**src/design/stli_pkg.sv**
```systemverilog
// Package for the sorted table linear interpolator.
// Holds table sizes, operation and status codes, sequencer states and divider structs.
// No dependencies.
package stli_pkg;

  localparam int MAX_POINTS = 1024;
  localparam int ADDR_W     = $clog2(MAX_POINTS);
  localparam int CNT_W      = $clog2(MAX_POINTS + 1);
  localparam int DATA_W     = 32;

  typedef enum logic [1:0] {
    OP_INSERT = 2'd0,
    OP_QUERY  = 2'd1,
    OP_CLEAR  = 2'd2,
    OP_NONE   = 2'd3
  } op_t;

  typedef enum logic [1:0] {
    ST_OK      = 2'd0,
    ST_FULL    = 2'd1,
    ST_OUTSIDE = 2'd2,
    ST_FEW     = 2'd3
  } status_t;

  typedef enum logic [9:0] {
    S_IDLE    = 10'b00_0000_0001,
    S_INS_CMP = 10'b00_0000_0010,
    S_INS_FIN = 10'b00_0000_0100,
    S_Q_FIRST = 10'b00_0000_1000,
    S_Q_LAST  = 10'b00_0001_0000,
    S_Q_SCAN  = 10'b00_0010_0000,
    S_Q_MUL   = 10'b00_0100_0000,
    S_Q_DIV   = 10'b00_1000_0000,
    S_Q_ADD   = 10'b01_0000_0000,
    S_OUT     = 10'b10_0000_0000
  } state_t;

  typedef struct packed {
    logic                  start;
    logic [2*DATA_W-1:0]   dividend;
    logic [DATA_W-1:0]     divisor;
  } div_req_t;

  typedef struct packed {
    logic              done;
    logic [DATA_W-1:0] quotient;
  } div_rsp_t;

endpackage

```
**src/design/stli_div.sv**
```systemverilog
// Restoring divider, one quotient bit per cycle, 64-bit dividend by 32-bit divisor.
// Depends on stli_pkg for the request and response structs.
module stli_div import stli_pkg::*; (
  input  logic     clk,
  input  logic     rst_n,
  input  div_req_t req,
  output div_rsp_t rsp
);

  localparam int STEPS = 2 * DATA_W;
  localparam int CW    = $clog2(STEPS + 1);

  logic                busy_r;
  logic [CW-1:0]       cnt_r;
  logic [DATA_W:0]     rem_r;
  logic [STEPS-1:0]    dvd_r;
  logic [DATA_W-1:0]   dvs_r;
  logic                done_r;
  logic [DATA_W:0]     sh;
  logic                qbit;

  assign sh   = {rem_r[DATA_W-1:0], dvd_r[STEPS-1]};
  assign qbit = (sh >= {1'b0, dvs_r});

  always_ff @(posedge clk) begin
    if (!rst_n) begin
      busy_r <= 1'b0;
      done_r <= 1'b0;
      cnt_r  <= '0;
    end else begin
      done_r <= 1'b0;
      if (req.start) begin
        busy_r <= 1'b1;
        cnt_r  <= '0;
        rem_r  <= '0;
        dvd_r  <= req.dividend;
        dvs_r  <= req.divisor;
      end else if (busy_r) begin
        rem_r <= qbit ? (sh - {1'b0, dvs_r}) : sh;
        dvd_r <= {dvd_r[STEPS-2:0], qbit};
        cnt_r <= cnt_r + 1'b1;
        if (cnt_r == CW'(STEPS - 1)) begin
          busy_r <= 1'b0;
          done_r <= 1'b1;
        end
      end
    end
  end

  assign rsp.done     = done_r;
  assign rsp.quotient = dvd_r[DATA_W-1:0];

endmodule

```
**config.mk**
```make
export PLATFORM = sky130hd
export DESIGN_NAME = stli_div
export DESIGN_NICKNAME = d
export VERILOG_FILES = /design/src/design/stli_pkg.sv /design/src/design/stli_div.sv
export SDC_FILE = /design/constraint.sdc
export NUM_CORES = 1
export LEC_CHECK = 0
export BUFFER_PORTS_ARGS = -buffer_cell sky130_fd_sc_hd__buf_2
export CAP_MARGIN = 20
export CORE_MARGIN = 2
export CORE_UTILIZATION = 40
export CTS_BUF_LIST = sky130_fd_sc_hd__clkbuf_8
export DETAILED_ROUTE_END_ITERATION = 10
export GPL_ROUTABILITY_DRIVEN = 0
export SETUP_SLACK_MARGIN = 0.05
export SLEW_MARGIN = 20
export SYNTH_ARGS = -nofsm -noshare
export SYNTH_HDL_FRONTEND = slang
export SYNTH_SLANG_ARGS = --single-unit
```
**constraint.sdc**
```tcl
create_clock -name clk -period 7.8 [get_ports clk]
set_input_delay 1.56 -clock clk [delete_from_list [all_inputs] [get_ports clk]]
set_output_delay 1.56 -clock clk [all_outputs]
set_load 0.02 [all_outputs]
```
==> results of run 1 <==
cell families after synthesis:
kind of cell             after synthesis  share of synthesized area, %
AO/OA/AOI/OAI                        129                          11.3
XOR/XNOR                              32                          3.69
adder cells (fa/ha/maj)               34                          5.70
buffers and inverters                 91                          6.79
flip-flops                           137                          53.0
multiplexers                          76                          11.1
AND/OR/NAND/NOR                      131                          8.36
Yosys cell counts, types with 3 or more instances:
| master | number |
|---|---|
| ha_1 | 33 |
| edfxtp_1 | 128 |
| clkbuf_1 | 10 |
| o21bai_1 | 4 |
| xnor2_1 | 21 |
| a21o_1 | 15 |
| dfxtp_1 | 9 |
| a21oi_1 | 33 |
| xor2_1 | 11 |
| nand4_1 | 6 |
| o21a_1 | 8 |
| nor2b_1 | 3 |
| a211oi_1 | 13 |
| and3_1 | 5 |
| o22ai_1 | 7 |
| mux2_2 | 64 |
| buf_4 | 34 |
| a21boi_0 | 3 |
| nor2_1 | 44 |
| nor3_1 | 5 |
| o21ai_0 | 22 |
| nand2_1 | 32 |
| buf_6 | 6 |
| and2_1 | 3 |
| nand3_1 | 6 |
| inv_1 | 40 |
| mux2i_1 | 12 |
| nand2b_1 | 10 |
| or3_1 | 7 |
| a31oi_1 | 3 |
sequential cells by signal (all words and copies together) (netlist names):
register,flops
busy_r,1
cnt_r,7
done_r,1
dvd_r,64
dvs_r,32
rem_r,32
final timing paths:
check | startpoint | end | slack [ns] | cells past startpoint
setup / recovery | rem_r[23] | rem_r[2] | 4.23 | 10
hold / removal | cnt_r[5] | cnt_r[5] | 0.50 | 2
setup reg to reg | rem_r[23] | rem_r[2] | 4.23 | 10
hold reg to reg | cnt_r[5] | cnt_r[5] | 0.50 | 2
power groups by stage:
stage / sequential [mW] / combinational, mW / clock, mW
floorplan: 0.914 / 0.394 / 0
global placement: 0.921 / 0.472 / 0
detailed placement: 0.922 / 0.479 / 0
CTS: 0.906 / 0.483 / 0.568
global route: 0.913 / 0.548 / 0.595
finish: 0.905 / 0.493 / 0.547
per-stage QoR:
step,util (%),hold WS [ns]
after floorplan,-,0.458
after global routing,46.1,0.538
after detailed placement,44.0,0.497
final,46.1,0.504
after global placement,44.0,0.470
after CTS,45.9,0.509
worst max-delay path: cells and delay by family, from the launching register on:
kind | cells | cell delay [ns]
and+or+nand+nor | 5 | 1.64
muxes | 1 | 0.22
AOI/OAI and AO/OA | 2 | 0.39
adders and majority gates | 1 | 0.41
buffers and inverters | 1 | 0.24
DFF | 1 | 0.40
layout make-up:
class | instances | area (sq um) | area share [%]
Multi-Input combinational cell | 402 | 3060 | 35.6
Antenna cell | 2 | 5.00 | 0.0582
Clock buffer | 17 | 234 | 2.72
Clock inverter | 15 | 125 | 1.46
Tap cell | 234 | 293 | 3.41
Sequential cell | 137 | 4020 | 46.8
Inverter | 40 | 150 | 1.75
Timing Repair Buffer | 135 | 708 | 8.24
layer usage:
metal / vias up / part of all wire (%) / track usage (%)
met3: 23 / 7.9 / 7.05
met2: 137 / 46 / 26.9
li1: 2515 / - / -
met1: 2451 / 44 / 20.0
met4: 2 / 1.8 / 5.58
met5: - / 0.10 / 0
cells in the final DEF (no fill, tap or decap), drive strengths merged, types with 8 or more instances in the layout:
cell type and count:
nand2b 10, nor2 45, o21ai 22, a21oi 33, o21a 8, xnor2 21
xor2 11, buf 135, a211oi 15, dfxtp 9, inv 45, edfxtp 128
clkbuf 17, nand2 32, ha 33, a21o 16, mux2 64, mux2i 12
==> qor.txt, run 1 <==
Clock Latency Late Sink: 0.45 ns
Final Slew Violations: 0
Num ports: 132
Die W: 142 um
Synthesis-stage register bit count: 137
Internal power: 1.35 mW
Fin worst setup slack: 4.23 ns
Core ar.: 18600 sq um
Final non-filler cell total: 982
Tot Pwr: 1.95 mW
CP required: 7.97 ns
Slowest cell on crit path: nor2_4
Area contributors post-synth: edfxtp_1 (51%), mux2_2 (9.5%), ha_1 (5.4%)
Crit path DAT: 3.74 ns
GRT Overall Usage: 16.6%
Cell Area, Synth: 7590 sq um
NetSw: 0.600 mW
Slew at the pin closest to its max-slew limit: 0.810 ns
Seq/Total Area, Yosys: 53.0%
Tmin final: 3.57 ns
Top cell type's share of synthesized area: 50.7%
Slew margin rel.: 46.0%
Warnings, synthesis: 0
Full die area: 20100 sq um
Synth Flop Type: edfxtp_1
Hold_buf cts: 0
Crit start category: flip-flop
Vias: 5128
DR WL/cell: 16.3 um
Leakage power: 3.47 nW
Number of flops mapped to enable cells by yosys: 128
RSZ-0062 raised after global routing: no
Crit path largest cell delay: 0.60 ns
Initial DRT Pass Iterations: 4
Pwr per Cell Area: 226 nW/um^2
Share of layout cells above drive strength 1: 31.9%
Placed Area: 8200 sq um
Antenna violations before repair: 4
Starting density of the core: 40.7%
Total grt overflow: 0
Synth unique cells: 56
Rows: 50
Max IR drop VDD: 0.106 mV
Setup Buffers After CTS: 0
Worst Hold Class: reg2reg
Dpl cells: 947
Post-CTS sizing: 0
Final Skew: 0.00935 ns
Post-Route Setup TNS: 0 ns
Critical setup path kind: reg2reg
Synthesis-to-layout area growth: 13.3%
Sw Ratio: 30.8%
Clock sink count: 137
Die Y: 142 um
Clk network pwr share: 28.1%
Dominant cell type by area after synthesis: edfxtp_1
Outcome: complete, no violations
Post-Synthesis Net Count: 763
TritonCTS clock tree: done
Fin area: 8600 sq um
Dpl ws: 4.06 ns
Max FO, Critical Path: 22
Clk root buf: clkbuf_8
IO buf count: 131
Async S/R FF share, synth: 0%
Worst-path clk slew: 0.08 ns
Inserted Clock Buffers: 17
CTS Buffer Depth: 2
Comb pwr share: 25.3%
Final setup fails: 0
Final net count: 866
First-pass GRT wire length: 26200 um
Fmax: 280 MHz
Vias per cell: 5.22
Pin count of the biggest net entering global routing: 68
Vias in the first global route: 5322
Post-DP HPWL: 11300 um
Final WL: 16000 um
Post-synthesis cell count: 630
Routed Antenna Nets: 0
H-tree levels: 4
Final hold vios: 0
Final Cycle Share: 45.8%
Fill cell count: 1747
Worst setup EP type: flip-flop
Initial DRC count: 288
Synthesized area per cell: 12.0 sq um
Cells along the critical path: ha_1, and3_1, nand4_1, or4_1, o311ai_2, a211oi_2, nor2_4, buf_16, mux2i_1, nor2_1
Sequential Power Share: 46.5%
Max-Cap Viols: 0
Remaining DRCs: 0
Power figures use the tool's default switching activity.
==> run 2: changes to the inputs <==
- clock period: 7.8 -> 3.45 ns (I/O delays scaled with it)
==> qor.txt, run 2 (synthesis gave the netlist of run 1 again) <==
TritonCTS clock tree: done
Most frequent cells in the layout: buf_2 (130), edfxtp_1 (128), mux2_2 (64)
Final setup fails: 0
R2r endpoint: rem_r[11]
Setup Buffers After CTS: 0
Hold Startpoint: req[1]
Post-CTS sizing: 0
Fin worst setup slack: 0.258 ns
Slew margin rel.: 56.8%
Hold slack: 0.404 ns
Die Y: 142 um
WHS Path Cells: 1
Area of the multi-input gates: 3060 sq um
Share of layout cells above drive strength 1: 32.8%
Max FFs per register: 64
Pin count of the biggest net entering global routing: 62
Ant diodes: 0
Final hold vios: 0
RSZ-0062 raised after global routing: no
Largest registers: dvd_r (64), dvs_r (32), rem_r (32)
FF+latch area: 4020 sq um
DR WL/cell: 16.6 um
Register with the most flip-flops: dvd_r
R2r setup slk: 0.26 ns
Routed Antenna Nets: 0
Starting density of the core: 40.7%
Worst setup EP type: flip-flop
Outcome: complete, no violations
Initial DRC count: 402
Rows: 50
Worst-path clk slew: 0.09 ns
Most common library cell in the layout ignoring fill and taps: buf_2
CTS Buffer Depth: 2
Crit path largest cell delay: 0.57 ns
Clock sink count: 137
Die W: 142 um
Slowest cell on crit path: or4_1
Inserted Clock Buffers: 17
Dpl ws: 0.292 ns
Fmax: 313 MHz
Antenna violations before repair: 2
IO buf count: 131
Remaining DRCs: 0
Reg2reg path depth: 10
H-tree levels: 4
Clk root buf: clkbuf_8
Final net count: 872
Origin of the critical flop-to-flop path: rem_r[23]
Leakage power: 3.54 nW
Vias per cell: 5.28
Fill cell count: 1735
Hold_buf cts: 0
Num ports: 132
Tmin final: 3.19 ns
GRT Overall Usage: 17.1%
Max FO, Critical Path: 20
Worst Hold Class: in2reg
Post-Route Setup TNS: 0 ns
Hold endpoint: dvs_r[1]
Crit path DAT: 3.44 ns
Critical setup path kind: reg2reg
Pwr per Cell Area: 520 nW/um^2
Vias: 5207
Total grt overflow: 0
Final Cycle Share: 92.5%
Synthesis-to-layout area growth: 14.8%
Final WL: 16400 um
Full die area: 20100 sq um
Vias in the first global route: 5456
Final Slew Violations: 0
Cells along the critical path: ha_1, and3_1, nand4_1, or4_1, o311ai_2, a211oi_2, nor2_4, buf_12, nor2_1, a211oi_1
Max-Cap Viols: 0
First-pass GRT wire length: 27100 um
Post-DP HPWL: 11700 um
Max IR drop VDD: 0.333 mV
Slew at the pin closest to its max-slew limit: 0.648 ns
CP required: 3.69 ns
Final Skew: 0.00966 ns
Crit start category: flip-flop
Core ar.: 18600 sq um
Initial DRT Pass Iterations: 5
Clock Latency Late Sink: 0.45 ns
## run 2: cell count changes in the layout (fill, tap and decap cells not counted), sizes merged
cell      delta
clkinvlp     -1
clkinv       -4
inv          +5
buf          +6
diode        -2
## run 2: worst max path at each step
stage | startpoint | cells after the start | slack (ns) | to
2_1_floorplan | rem_r[23] | 10 | 0.59 | rem_r[10]
3_3_place_gp | rem_r[23] | 10 | 0.37 | rem_r[11]
3_5_place_dp | rem_r[23] | 10 | 0.29 | rem_r[11]
4_1_cts | rem_r[23] | 10 | 0.25 | rem_r[11]
5_1_grt | rem_r[8] | 10 | 0.13 | rem_r[28]
6_report | rem_r[23] | 10 | 0.26 | rem_r[11]
## run 2: per-layer routing
layer	wire length [um]	part of all wire, %	vias to the layer above	GRT usage, %
li1	-	-	2512	-
met1	7200	44	2515	21.1
met2	7760	47	155	27.9
met3	1170	7.1	23	6.58
met4	225	1.4	2	4.95
met5	13	0.079	-	0
## run 2: area by class of cell
class                      instances  share of cell area, %
clock buffer                      17                   2.69
clock inverter                    15                   1.81
inverter                          40                   1.72
multi-input combinational        402                   35.1
sequential                       137                   46.2
tap                              234                   3.36
timing repair buffer             141                   9.14
## run 2: worst max-delay path, delay by kind of cell, from the launching register on
| kind | cells | cell delay [ns] |
|---|---|---|
| and+or+nand+nor | 5 | 1.26 |
| DFF | 1 | 0.42 |
| AOI/OAI and AO/OA | 3 | 0.67 |
| buffers and inverters | 1 | 0.20 |
| adders and majority gates | 1 | 0.43 |
## run 2: power breakdown
group          switching [mW]  internal, mW
clock                   0.739         0.601
sequential             0.0574          1.99
combinational           0.638         0.508
total                    1.43          3.10
## run 2: through the flow
stage,cell area (sq um),utilization [%],std cells,power [mW]
2_1_floorplan,7590,-,630,2.95
3_3_place_gp,8320,44.6,954,3.20
3_5_place_dp,8320,44.6,954,3.22
4_1_cts,8710,46.7,986,4.57
5_1_grt,8710,46.7,986,4.79
6_report,8710,46.7,986,4.53
==> run 3: changes to the inputs <==
- MAX_ROUTING_LAYER: not set -> met4
==> qor.txt, run 3 (synthesis gave the netlist of run 1 again) <==
Initial DRT Pass Iterations: 7
R2r setup slk: 0.26 ns
Post-Route Setup TNS: 0 ns
Tmin final: 3.19 ns
Final WL: 16400 um
Outcome: complete, no violations
Worst-path clk slew: 0.09 ns
Max FO, Critical Path: 20
First-pass GRT wire length: 27000 um
TritonCTS clock tree: done
Clock Latency Late Sink: 0.46 ns
Total grt overflow: 0
Tot Pwr: 4.53 mW
Most frequent cells in the layout: buf_2 (130), edfxtp_1 (128), mux2_2 (64)
Worst Hold Class: in2reg
Hold Startpoint: req[1]
Crit start category: flip-flop
Final Slew Violations: 0
Final non-filler cell total: 988
Max IR drop VDD: 0.331 mV
Initial DRC count: 433
Post-CTS sizing: 0
Antenna violations before repair: 2
Fill cell count: 1735
Final net count: 872
Final Skew: 0.00994 ns
Clk root buf: clkbuf_8
Setup Buffers After CTS: 0
Core ar.: 18600 sq um
Critical setup path kind: reg2reg
Vias: 5207
Max-Cap Viols: 0
CTS Buffer Depth: 2
Register with the most flip-flops: dvd_r
Die Y: 142 um
Final setup fails: 0
Fmax: 314 MHz
Remaining DRCs: 0
Slew at the pin closest to its max-slew limit: 0.647 ns
Pin count of the biggest net entering global routing: 62
Crit path DAT: 3.43 ns
Slew margin rel.: 56.9%
Cells along the critical path: ha_1, and3_1, nand4_1, or4_1, o311ai_2, a211oi_2, nor2_4, buf_12, nor2_1, a211oi_1
Routed Antenna Nets: 0
Final Cycle Share: 92.5%
Max FFs per register: 64
Vias in the first global route: 5481
Origin of the critical flop-to-flop path: rem_r[23]
Hold_buf cts: 0
Die W: 142 um
Share of layout cells above drive strength 1: 32.8%
Rows: 50
WHS Path Cells: 1
Num ports: 132
Pwr per Cell Area: 520 nW/um^2
RSZ-0062 raised after global routing: no
Leakage power: 3.54 nW
Worst setup EP type: flip-flop
R2r endpoint: rem_r[11]
IO buf count: 131
GRT Overall Usage: 17.5%
Largest registers: dvd_r (64), dvs_r (32), rem_r (32)
Hold endpoint: dvs_r[1]
Slowest cell on crit path: or4_1
DR WL/cell: 16.6 um
CP required: 3.69 ns
Synthesis-to-layout area growth: 14.9%
Vias per cell: 5.27
Crit path largest cell delay: 0.57 ns
Post-DP HPWL: 11700 um
Most common library cell in the layout ignoring fill and taps: buf_2
Starting density of the core: 40.7%
Final hold vios: 0
Inserted Clock Buffers: 17
Reg2reg path depth: 10
Clock sink count: 137
H-tree levels: 4
Full die area: 20100 sq um
Dpl cells: 954
==> run 3: changes by cell type in the layout (fill, tap and decap cells not counted), sizes merged <==
| cell | delta |
|---|---|
| diode | +2 |
==> run 3: worst max-delay path: cells and delay by family (launching register included) <==
kind	cells	cell delay (ns)
compound gates	3	0.68
simple gates	5	1.26
flops	1	0.42
buf+inv	1	0.20
fa+ha+maj	1	0.42
==> run 3: per-stage QoR <==
step / hold WS, ns / worst slack [ns] / utilization (%) / cell area (sq um)
6_report: 0.401 / 0.260 / 46.8 / 8720
5_1_grt: 0.372 / 0.126 / 46.8 / 8720
4_1_cts: 0.373 / 0.254 / 46.7 / 8710
3_5_place_dp: 0.495 / 0.292 / 44.6 / 8320
3_3_place_gp: 0.469 / 0.372 / 44.6 / 8320
2_1_floorplan: 0.458 / 0.594 / - / 7590
==> run 3: final cells by class <==
class                      instances  area (sq um)  share of cell area, %
antenna                            2          5.00                 0.0574
clock buffer                      17           234                   2.68
timing repair buffer             141           796                   9.13
inverter                          40           150                   1.72
clock inverter                    15           158                   1.81
multi-input combinational        402          3060                   35.1
tap                              234           293                   3.36
sequential                       137          4020                   46.2
==> run 3: worst max path at each step <==
stage / from / to / slack (ns) / cells past startpoint
2_1_floorplan: rem_r[23] / rem_r[10] / 0.59 / 10
3_3_place_gp: rem_r[23] / rem_r[11] / 0.37 / 10
3_5_place_dp: rem_r[23] / rem_r[11] / 0.29 / 10
4_1_cts: rem_r[23] / rem_r[11] / 0.25 / 10
5_1_grt: rem_r[8] / rem_r[28] / 0.13 / 10
6_report: rem_r[23] / rem_r[11] / 0.26 / 10
==> run 3: per-layer routing <==
layer  GRT usage (%)  share of wire [%]
met5               -                  0
met3            5.50                6.9
met4            5.11                1.4
met1            21.6                 44
met2            28.0                 48
==> run 3: power by group <==
| part | switching [mW] | leakage (nW) | internal (mW) | total (mW) |
|---|---|---|---|---|
| logic | 0.639 | 2.04 | 0.508 | 1.15 |
| clock network | 0.740 | 0.199 | 0.601 | 1.34 |
| registers | 0.0572 | 1.30 | 1.99 | 2.05 |
| total | 1.44 | 3.54 | 3.10 | 4.53 |
